**src/rtl/ufr_pkg.sv**
```systemverilog
`default_nettype none

package ufr_pkg;

    // receiver phases
    typedef enum logic [2:0] {
        PH_IDLE   = 3'd0,
        PH_START  = 3'd1,
        PH_DATA   = 3'd2,
        PH_PARITY = 3'd3,
        PH_STOP   = 3'd4
    } phase_t;

    // frame status codes
    typedef enum logic [1:0] {
        ST_OK     = 2'd0,
        ST_FRAME  = 2'd1,
        ST_PARITY = 2'd2
    } frame_status_t;

    // parity modes
    localparam logic [1:0] PAR_NONE = 2'd0;
    localparam logic [1:0] PAR_EVEN = 2'd1;
    localparam logic [1:0] PAR_ODD  = 2'd2;

    // register indexes
    localparam logic [1:0] REG_HALF_BIT_TICKS = 2'd0;
    localparam logic [1:0] REG_DATA_BIT_COUNT = 2'd1;
    localparam logic [1:0] REG_STOP_BIT_COUNT = 2'd2;
    localparam logic [1:0] REG_PARITY_MODE    = 2'd3;

    // register reset values
    localparam logic [15:0] HALF_BIT_TICKS_RST = 16'd1093;
    localparam logic [3:0]  DATA_BIT_COUNT_RST = 4'd8;
    localparam logic [1:0]  STOP_BIT_COUNT_RST = 2'd1;
    localparam logic [1:0]  PARITY_MODE_RST    = PAR_NONE;

    localparam int unsigned TICK_W = 17;
    localparam logic [3:0]  MIN_DATA_BITS = 4'd5;

endpackage : ufr_pkg

`default_nettype wire

```
**src/rtl/uart_frame_receiver.sv**
```systemverilog
`default_nettype none

// serial frame receiver, one line sample per input beat
// s_axis: one beat per oversampling tick, tdata[0] is the rx line level
// m_axis: one beat per finished frame, tdata[7:0] data byte (lsb first,
//   unused upper bits zero), tdata[9:8] status (0 ok, 1 framing, 2 parity)
// cfg: write channel, cfg_index selects half_bit_ticks, data_bit_count,
//   stop_bit_count or parity_mode; always ready, write only while idle
// path: a sample enters an input register, the frame state machine and
//   tick counter update in one pass, a result lands in the output register
// throughput: one sample per cycle while no result waits on m_axis, set by
//   the single-pass update of the tick counter and frame state
// stall: while a result waits on m_axis the held sample is not processed;
//   an empty input register still takes one more beat, then tready drops
// reset: configuration registers return to defaults, receiver waits for a start edge
module uart_frame_receiver #(
    parameter int unsigned MAX_DATA_BITS = 8
) (
    input  wire logic        clk,
    input  wire logic        rst_n,
    // rx_level
    input  wire logic        s_axis_tvalid,
    output logic             s_axis_tready,
    input  wire logic [7:0]  s_axis_tdata,
    // received_byte [7:0], frame_status [9:8]
    output logic             m_axis_tvalid,
    input  wire logic        m_axis_tready,
    output logic [15:0]      m_axis_tdata,
    // configuration writes
    input  wire logic        cfg_valid,
    output logic             cfg_ready,
    input  wire logic [1:0]  cfg_index,
    input  wire logic [15:0] cfg_data
);
    import ufr_pkg::*;

    localparam logic [3:0] MAX_BITS = 4'(MAX_DATA_BITS);

    // configuration registers
    logic [15:0] half_bit_ticks_reg;
    logic [3:0]  data_bit_count_reg;
    logic [1:0]  stop_bit_count_reg;
    logic [1:0]  parity_mode_reg;

    // input stage
    logic in_valid_reg;
    logic in_rx_reg;

    // frame state
    phase_t                    phase_reg, phase_next;
    logic [TICK_W-1:0]         tick_count_reg, tick_count_next;
    logic [3:0]                bit_index_reg, bit_index_next;
    logic [MAX_DATA_BITS-1:0]  shift_data_reg, shift_data_next;
    logic                      got_parity_reg, got_parity_next;
    logic [1:0]                stop_index_reg, stop_index_next;

    // output stage
    logic        out_valid_reg;
    logic [7:0]  out_byte_reg;
    frame_status_t out_status_reg;

    // single-pass results
    logic          fire;
    logic          res_valid;
    frame_status_t res_status;

    logic [15:0]       half_eff;
    logic [3:0]        data_bits_eff;
    logic [1:0]        stop_bits_eff;
    logic              parity_en;
    logic [TICK_W-1:0] tick_inc;
    logic [TICK_W-1:0] target;
    logic              reached;
    logic [3:0]        bit_index_inc;
    logic [1:0]        stop_index_inc;
    logic              parity_expect;

    // handshakes
    assign cfg_ready     = 1'b1;
    assign fire          = in_valid_reg && (!out_valid_reg || m_axis_tready);
    assign s_axis_tready = !in_valid_reg || fire;
    assign m_axis_tvalid = out_valid_reg;
    assign m_axis_tdata  = {6'd0, out_status_reg, out_byte_reg};

    // effective settings
    assign half_eff      = (half_bit_ticks_reg == 16'd0) ? 16'd1 : half_bit_ticks_reg;
    assign data_bits_eff = (data_bit_count_reg < MIN_DATA_BITS) ? MIN_DATA_BITS :
                           (data_bit_count_reg > MAX_BITS) ? MAX_BITS : data_bit_count_reg;
    assign stop_bits_eff = (stop_bit_count_reg == 2'd0) ? 2'd1 :
                           (stop_bit_count_reg == 2'd3) ? 2'd2 : stop_bit_count_reg;
    assign parity_en     = (parity_mode_reg == PAR_EVEN) || (parity_mode_reg == PAR_ODD);

    // tick counting
    assign tick_inc       = tick_count_reg + TICK_W'(1);
    assign target         = (phase_reg == PH_START) ? {1'b0, half_eff} : {half_eff, 1'b0};
    assign reached        = tick_inc >= target;
    assign bit_index_inc  = bit_index_reg + 4'd1;
    assign stop_index_inc = stop_index_reg + 2'd1;
    assign parity_expect  = (^shift_data_reg) ^ (parity_mode_reg == PAR_ODD);

    // next frame state
    always_comb
    begin
        phase_next      = phase_reg;
        tick_count_next = tick_count_reg;
        bit_index_next  = bit_index_reg;
        shift_data_next = shift_data_reg;
        got_parity_next = got_parity_reg;
        stop_index_next = stop_index_reg;
        if (phase_reg == PH_IDLE)
        begin
            if (!in_rx_reg)
            begin
                phase_next      = PH_START;
                tick_count_next = '0;
                bit_index_next  = '0;
                shift_data_next = '0;
                got_parity_next = 1'b0;
                stop_index_next = '0;
            end
        end
        else if (!reached)
        begin
            tick_count_next = tick_inc;
        end
        else
        begin
            tick_count_next = '0;
            case (phase_reg)
                PH_START:
                begin
                    phase_next = in_rx_reg ? PH_IDLE : PH_DATA;
                end
                PH_DATA:
                begin
                    for (int i = 0; i < MAX_DATA_BITS; i++)
                    begin
                        if (bit_index_reg == 4'(i))
                        begin
                            shift_data_next[i] = shift_data_reg[i] | in_rx_reg;
                        end
                    end
                    bit_index_next = bit_index_inc;
                    if (bit_index_inc >= data_bits_eff)
                    begin
                        phase_next = parity_en ? PH_PARITY : PH_STOP;
                    end
                end
                PH_PARITY:
                begin
                    got_parity_next = in_rx_reg;
                    phase_next      = PH_STOP;
                end
                PH_STOP:
                begin
                    if (!in_rx_reg)
                    begin
                        phase_next = PH_IDLE;
                    end
                    else
                    begin
                        stop_index_next = stop_index_inc;
                        if (stop_index_inc >= stop_bits_eff)
                        begin
                            phase_next = PH_IDLE;
                        end
                    end
                end
                default:
                begin
                    phase_next = PH_IDLE;
                end
            endcase
        end
    end

    // result of this sample
    always_comb
    begin
        res_valid  = 1'b0;
        res_status = ST_OK;
        if (phase_reg != PH_IDLE && reached)
        begin
            case (phase_reg)
                PH_START:
                begin
                    if (in_rx_reg)
                    begin
                        res_valid  = 1'b1;
                        res_status = ST_FRAME;
                    end
                end
                PH_STOP:
                begin
                    if (!in_rx_reg)
                    begin
                        res_valid  = 1'b1;
                        res_status = ST_FRAME;
                    end
                    else if (stop_index_inc >= stop_bits_eff)
                    begin
                        res_valid  = 1'b1;
                        res_status = (parity_en && (parity_expect != got_parity_reg)) ?
                                     ST_PARITY : ST_OK;
                    end
                end
                default:
                begin
                    res_valid = 1'b0;
                end
            endcase
        end
    end

    // configuration registers
    always_ff @(posedge clk or negedge rst_n)
    begin
        if (!rst_n)
        begin
            half_bit_ticks_reg <= HALF_BIT_TICKS_RST;
            data_bit_count_reg <= DATA_BIT_COUNT_RST;
            stop_bit_count_reg <= STOP_BIT_COUNT_RST;
            parity_mode_reg    <= PARITY_MODE_RST;
        end
        else if (cfg_valid && cfg_ready)
        begin
            case (cfg_index)
                REG_HALF_BIT_TICKS: half_bit_ticks_reg <= cfg_data;
                REG_DATA_BIT_COUNT: data_bit_count_reg <= cfg_data[3:0];
                REG_STOP_BIT_COUNT: stop_bit_count_reg <= cfg_data[1:0];
                REG_PARITY_MODE:    parity_mode_reg    <= cfg_data[1:0];
                default:            parity_mode_reg    <= parity_mode_reg;
            endcase
        end
    end

    // input register
    always_ff @(posedge clk or negedge rst_n)
    begin
        if (!rst_n)
        begin
            in_valid_reg <= 1'b0;
            in_rx_reg    <= 1'b1;
        end
        else if (s_axis_tready)
        begin
            in_valid_reg <= s_axis_tvalid;
            if (s_axis_tvalid)
            begin
                in_rx_reg <= s_axis_tdata[0];
            end
        end
    end

    // frame state registers
    always_ff @(posedge clk or negedge rst_n)
    begin
        if (!rst_n)
        begin
            phase_reg      <= PH_IDLE;
            tick_count_reg <= '0;
            bit_index_reg  <= '0;
            shift_data_reg <= '0;
            got_parity_reg <= 1'b0;
            stop_index_reg <= '0;
        end
        else if (fire)
        begin
            phase_reg      <= phase_next;
            tick_count_reg <= tick_count_next;
            bit_index_reg  <= bit_index_next;
            shift_data_reg <= shift_data_next;
            got_parity_reg <= got_parity_next;
            stop_index_reg <= stop_index_next;
        end
    end

    // output register
    always_ff @(posedge clk or negedge rst_n)
    begin
        if (!rst_n)
        begin
            out_valid_reg <= 1'b0;
        end
        else if (fire && res_valid)
        begin
            out_valid_reg <= 1'b1;
        end
        else if (m_axis_tready)
        begin
            out_valid_reg <= 1'b0;
        end
    end

    always_ff @(posedge clk)
    begin
        if (fire && res_valid)
        begin
            out_byte_reg   <= 8'(shift_data_reg);
            out_status_reg <= res_status;
        end
    end

`ifndef SYNTH
    // idle receiver keeps its tick counter cleared
    assert property (@(posedge clk) disable iff (!rst_n)
        (phase_reg == PH_IDLE) |-> (tick_count_reg == '0))
        else $error("tick counter running while idle");

    // every result closes the frame
    assert property (@(posedge clk) disable iff (!rst_n)
        (fire && res_valid) |=> (phase_reg == PH_IDLE) && out_valid_reg)
        else $error("result without return to idle");

    // data bit index never passes the widest frame
    assert property (@(posedge clk) disable iff (!rst_n)
        bit_index_reg <= MAX_BITS)
        else $error("data bit index out of range");

    // a held sample is not lost while the output stalls
    assert property (@(posedge clk) disable iff (!rst_n)
        (in_valid_reg && !fire) |=> in_valid_reg && $stable(in_rx_reg))
        else $error("held sample dropped");
`endif

endmodule : uart_frame_receiver

`default_nettype wire

```
**config.mk**
```make
export PLATFORM = sky130hd
export DESIGN_NAME = uart_frame_receiver
export DESIGN_NICKNAME = d
export VERILOG_FILES = /design/src/rtl/ufr_pkg.sv /design/src/rtl/uart_frame_receiver.sv
export SDC_FILE = /design/constraint.sdc
export NUM_CORES = 1
export LEC_CHECK = 0
export BUFFER_PORTS_ARGS = -buffer_cell sky130_fd_sc_hd__buf_2
export CORE_ASPECT_RATIO = 0.6
export CORE_MARGIN = 3
export CORE_UTILIZATION = 50
export CTS_BUF_LIST = sky130_fd_sc_hd__clkbuf_16
export DETAILED_ROUTE_END_ITERATION = 8
export PLACE_DENSITY = 0.78
export SLEW_MARGIN = 25
export SYNTH_ARGS = -nofsm -noshare
export SYNTH_HDL_FRONTEND = slang
export SYNTH_SLANG_ARGS = --single-unit
```
**constraint.sdc**
```tcl
create_clock -name clk -period 4.85 [get_ports clk]
set_input_delay 0.97 -clock clk [delete_from_list [all_inputs] [get_ports clk]]
set_output_delay 0.97 -clock clk [all_outputs]
set_load 0.05 [all_outputs]
```
==> impl_metrics.json, run 1 <==
{
  "synth_compound_area_share_pct": 13.4,
  "worst_ep_arrival_time_ns": 4.16,
  "syn_avg_cell_area_um2": 10.4,
  "synth-seq-area-share_pct": 42.8,
  "vias": 3285,
  "core_area_mm2": 0.00810,
  "rsz0062_at_grt": "no",
  "io_pins": 50,
  "dp.final_hpwl_um": 6730,
  "insertion_delay_ns": 0.33,
  "portBuffers": 35,
  "synth_xor_area_share_pct": 5.52,
  "antenna_found_initial": 0,
  "setup_tns_ns": 0,
  "timing.rr.start": "tick_count_reg[0]",
  "die-area_mm2": 0.00975,
  "critPathRequiredTime_ns": 4.88,
  "die_x_um": 125,
  "relSlewSlack_pct": 48.8,
  "cts.sinks": 71,
  "endpoint": "out_status_reg[0]",
  "seqCellArea_mm2": 0.00183,
  "crit_start": "tick_count_reg[0]",
  "cts_buffers": 9,
  "fmax_ghz": 0.242,
  "fillers": 649,
  "largest_reg_flops": 17,
  "final_area_mm2": 0.00487,
  "cts_root_buf": "clkbuf_16",
  "r2r_end": "out_status_reg[0]",
  "synth_cell_types": 61,
  "holdWs_ns": 0.494,
  "dp_cells": 546,
  "p_per_area_mw_per_mm2": 514,
  "grt_pass1_vias": 3180,
  "status": "complete, no violations",
  "die_y_um": 77.7,
  "antenna_cells": 0,
  "yosys.area_share.simple_pct": 15.9,
  "area_delta_synth_final_pct": 13.8,
  "fin_crit_ns": 4.13,
  "hold_class": "register to register",
  "placed_area_mm2": 0.00456,
  "start_util_pct": 52.8,
  "synth_edf_count": 10,
  "setup_viol": 0,
  "skew_ns": 0.00592,
  "synthAdderAreaFrac_pct": 8.47,
  "multi_input_area_mm2": 0.00231,
  "wl_met1_um": 4690,
  "drive_gt1_share_pct": 21.8,
  "async_reset_ff_share_pct": 85.9,
  "synth_top_family_by_area": "simple AND/OR/NAND/NOR gates",
  "post_cts_resized": 0,
  "cp-start-kind": "register",
  "grt_overflow": 0,
  "worst-path-max-fanout": 11,
  "wl_per_cell_um": 16.4,
  "drt_iter0_drc": 268,
  "cts_tree": "done",
  "wl_met2_um": 3800,
  "syn_area_mm2": 0.00428,
  "fin_cells": 562,
  "peakVddDrop_mv": 0.218,
  "nNetsFinal": 509,
  "clk_path_buf_depth": 2,
  "post-route-period-util_pct": 85.2,
  "synthCells": 413,
  "top_layer": "met4",
  "worst_slew_pin_slew_ns": 0.768,
  "drcViolationCount": 0,
  "grt_usage_pct": 19.6,
  "first_pass_iters": 5,
  "met3_length_um": 623,
  "cts_hold_buf": 0,
  "cts_setup_buffers": 0,
  "synth_mux_area_share_pct": 9.56,
  "final_max_slew_viol_count": 0,
  "hold_viol": 0,
  "final_antenna_net_count": 0,
  "grt_pass1_wl_um": 15400,
  "r2r.worst_path.cells": 15,
  "min_path_cells": 0,
  "num_rows": 25,
  "critPathCaptureType": "register",
  "ys.flop_type": "dfrtp_1",
  "gp_congestion": 0.866,
  "yosysWarnings": 0,
  "clk_pin_slew_worst_paths_ns": 0.06,
  "r2r_slack_ns": 0.72,
  "maxCapViolations": 0,
  "routed_wl_um": 9220,
  "ys_ff_latch": 71,
  "grt_max_degree": 62,
  "vias_per_cell": 5.85,
  "final_util_pct": 60.2,
  "path_class": "register to register",
  "h-tree-depth": 3,
  "p_leak_nw": 2.21
}
-- cells by family (layout without fill, tap and decap cells) --
group	count (synthesis)	count (layout)
other	2	7
xor gates and xnor gates	27	27
muxes	38	38
AOI/OAI and AO/OA	73	73
DFF	71	71
adders and majority gates	29	29
and+or+nand+nor	137	137
buffers and inverters	36	72
-- Yosys cell counts (all sizes together), types with 6 or more instances --
cell type	count	area [µm²]
a22o	16	140
mux2i	15	150
a21oi	15	75.1
dfstp	6	158
o21ai	6	30.0
dfrtp	55	1380
buf	14	91.3
xor2	9	78.8
nand3	20	100
nand4	7	43.8
nand2	45	169
nor3	14	75.1
clkbuf	8	30.0
nor2	15	56.3
ha	29	363
mux2	23	259
or3	6	37.5
nor4	6	37.5
xnor2	18	158
edfxtp	10	300
inv	14	52.6
nand2b	6	37.5
-- through the flow --
stage,setup slack [ns],power (mW)
2_1_floorplan,0.603,1.61
3_3_place_gp,0.957,1.78
3_5_place_dp,0.843,1.83
4_1_cts,0.793,2.51
5_1_grt,0.424,2.67
6_report,0.718,2.50
-- critical path: stages, from the launching register on --
cell and delay (ns):
dfrtp_1 0.43, ha_1 0.31, nand2_1 0.12, nor3_1 0.31, and2_1 0.20, nand3_1 0.14, xnor2_1 0.20, ha_1 0.34
nand4_1 0.18, nor3_2 0.32, nand4_1 0.26, o21ai_1 0.19, buf_4 0.19, nand2_1 0.15, nor4_2 0.25, buf_4 0.23
-- area by class of cell --
type / count / share of cell area, %
clock buffers: 10 / 5.13
clock inverters: 6 / 1.21
inverters: 14 / 1.08
multi-input cells: 311 / 47.5
flip-flops and latches: 71 / 37.6
well taps: 108 / 2.77
repair buffers: 42 / 4.67
-- report_power, final --
group | internal [mW] | total (mW) | leakage, nW | switching (mW)
combinational | 0.425 | 0.953 | 1.22 | 0.529
sequential | 0.734 | 0.881 | 0.840 | 0.147
clock | 0.425 | 0.668 | 0.151 | 0.243
-- cell usage in the layout (no fill, tap or decap), drive strengths merged, types with 4 or more instances in the layout --
| master | count |
|---|---|
| a21o | 5 |
| a21oi | 15 |
| a22o | 16 |
| a31oi | 4 |
| buf | 42 |
| clkbuf | 10 |
| conb | 7 |
| dfrtp | 55 |
| dfstp | 6 |
| edfxtp | 10 |
| ha | 29 |
| inv | 15 |
| mux2 | 23 |
| mux2i | 15 |
| nand2 | 45 |
| nand2b | 6 |
| nand3 | 20 |
| nand4 | 7 |
| nor2 | 15 |
| nor3 | 14 |
| nor4 | 6 |
| o21ai | 6 |
| or3 | 6 |
| xnor2 | 18 |
| xor2 | 9 |
-- metal layers --
metal	vias to the layer above	global-route usage (%)
li1	1574	-
met1	1572	29.8
met2	127	27.3
met3	12	5.23
met4	0	5.52
met5	-	0
-- worst min path at each step --
stage / start / endpoint / slack, ns
final: shift_data_reg[2] / out_byte_reg[2] / 0.49
after global routing: shift_data_reg[2] / out_byte_reg[2] / 0.51
after CTS: shift_data_reg[2] / out_byte_reg[2] / 0.49
after detailed placement: shift_data_reg[2] / out_byte_reg[2] / 0.48
after global placement: shift_data_reg[1] / out_byte_reg[1] / 0.48
after floorplan: stop_index_reg[1] / stop_index_reg[1] / 0.47
Note: power is estimated with default switching activity, not from simulation.
==> run 2, diff against run 1 <==
- clock period: 4.85 -> 4.89 ns (I/O delays scaled with it)
==> impl_metrics.json, run 2 (synthesized netlist as in run 1, its figures left out) <==
{
  "status": "complete, no violations",
  "portBuffers": 35,
  "fin_ws_ns": 0.869,
  "hold_viol": 0,
  "cts_setup_buffers": 0,
  "grt_usage_pct": 19.7,
  "holdWs_ns": 0.495,
  "cts_hold_buf": 0,
  "critPathRequiredTime_ns": 4.92,
  "final_cell_mix": "dfrtp_1 (55), nand2_1 (45), buf_2 (35)",
  "skew_ns": 0.00518,
  "clk_path_buf_depth": 2,
  "fmax_ghz": 0.249,
  "grt_pass1_wl_um": 15500,
  "die_y_um": 77.7,
  "setup_viol": 0,
  "fin_crit_ns": 4.02,
  "clk_pin_slew_worst_paths_ns": 0.05,
  "path_class": "register to register",
  "insertion_delay_ns": 0.33,
  "cts_root_buf": "clkbuf_16",
  "power_mw": 2.44,
  "grt_overflow": 0,
  "fillers": 654,
  "final_antenna_net_count": 0,
  "area_delta_synth_final_pct": 13.3,
  "die_x_um": 125,
  "grt_pass1_vias": 3204,
  "dp_cells": 546,
  "critPathCaptureType": "register",
  "start_util_pct": 52.8,
  "antenna_cells": 0,
  "crit_path_max_incr_delay_ns": 0.42,
  "worst_ep_arrival_time_ns": 4.06,
  "final_util_pct": 59.9,
  "p_per_area_mw_per_mm2": 504,
  "nNetsFinal": 509,
  "vias_per_cell": 5.83,
  "placed_area_mm2": 0.00456,
  "io_pins": 50,
  "drt_iter0_drc": 250,
  "maxCapViolations": 0,
  "fin_cells": 562,
  "final_area_mm2": 0.00485,
  "antenna_found_initial": 0,
  "cp-start-kind": "register",
  "relSlewSlack_pct": 49.1,
  "rsz0062_at_grt": "no",
  "final_max_slew_viol_count": 0,
  "peakVddDrop_mv": 0.224,
  "core_area_mm2": 0.00810,
  "setup_tns_ns": 0,
  "drcViolationCount": 0,
  "hold_class": "register to register",
  "post_cts_resized": 0,
  "dp_slack_ns": 0.936,
  "drive_gt1_share_pct": 21.4,
  "worst_slew_pin_slew_ns": 0.763,
  "slowest_stage": "dfrtp_1",
  "cts_tree": "done",
  "vias": 3275,
  "first_pass_iters": 4,
  "dp.final_hpwl_um": 6820,
  "h-tree-depth": 3,
  "cts_buffers": 9,
  "final_common_cell": "dfrtp_1",
  "die-area_mm2": 0.00975,
  "routed_wl_um": 9290,
  "crit_chain": "ha_1 -> nand2_1 -> nor3_1 -> and2_1 -> nand3_1 -> xnor2_1 -> ha_1 -> nand4_1 -> nor3_2 -> nand4_1 -> o21ai_1 -> buf_4 -> nand2_1 -> nor4_2 -> buf_4",
  "p_leak_nw": 2.19,
  "wl_per_cell_um": 16.5,
  "cts.sinks": 71,
  "post-route-period-util_pct": 82.2,
  "worst-path-max-fanout": 11,
  "num_rows": 25,
  "largest_reg_flops": 17,
  "gp_congestion": 0.867,
  "grt_max_degree": 62,
  "r2r_slack_ns": 0.87
}
[run 2: changes by cell type in the layout (fill, tap and decap cells not counted)]
cell       delta
inv_6         +1
clkinv_2      -2
clkinv_1      +2
bufinv_16     -1
[run 2: worst max-delay path, delay by kind of cell, from the launching register on]
family,cells,cell delay [ns]
compound gates,1,0.21
xor+xnor,1,0.19
buf+inv,2,0.43
simple gates,9,1.87
fa+ha+maj,2,0.63
flops,1,0.42
[run 2: final cells by class]
type | count | area [µm²] | area share [%]
clock buffers | 10 | 250 | 5.16
clock inverters | 6 | 35.0 | 0.722
inverters | 14 | 52.6 | 1.08
multi-input cells | 311 | 2310 | 47.7
flip-flops and latches | 71 | 1830 | 37.8
well taps | 108 | 135 | 2.79
repair buffers | 42 | 228 | 4.70
[run 2: worst paths after layout]
kind / cells after the start / start / end
max: 15 / tick_count_reg[0] / out_status_reg[0]
min: 0 / shift_data_reg[2] / out_byte_reg[2]
max reg2reg: 15 / tick_count_reg[0] / out_status_reg[0]
min reg2reg: 0 / shift_data_reg[2] / out_byte_reg[2]
max in group asynchronous: 2 / rst_n / phase_reg[1]
min in group asynchronous: 2 / rst_n / tick_count_reg[13]
[run 2: per-layer routing]
layer  routed length (µm)  up-vias  global-route usage (%)
li1                     -     1571                       -
met1                 4530     1568                    28.1
met2                 3930      123                    28.7
met3                  711       13                    5.98
met4                  114        0                    6.49
met5                    0        -                       0
[run 2: power by group]
| group | switching, mW | internal (mW) | total, mW | leakage (nW) |
|---|---|---|---|---|
| sequential | 0.147 | 0.728 | 0.875 | 0.840 |
| combinational | 0.533 | 0.422 | 0.955 | 1.22 |
| clock | 0.241 | 0.370 | 0.611 | 0.137 |
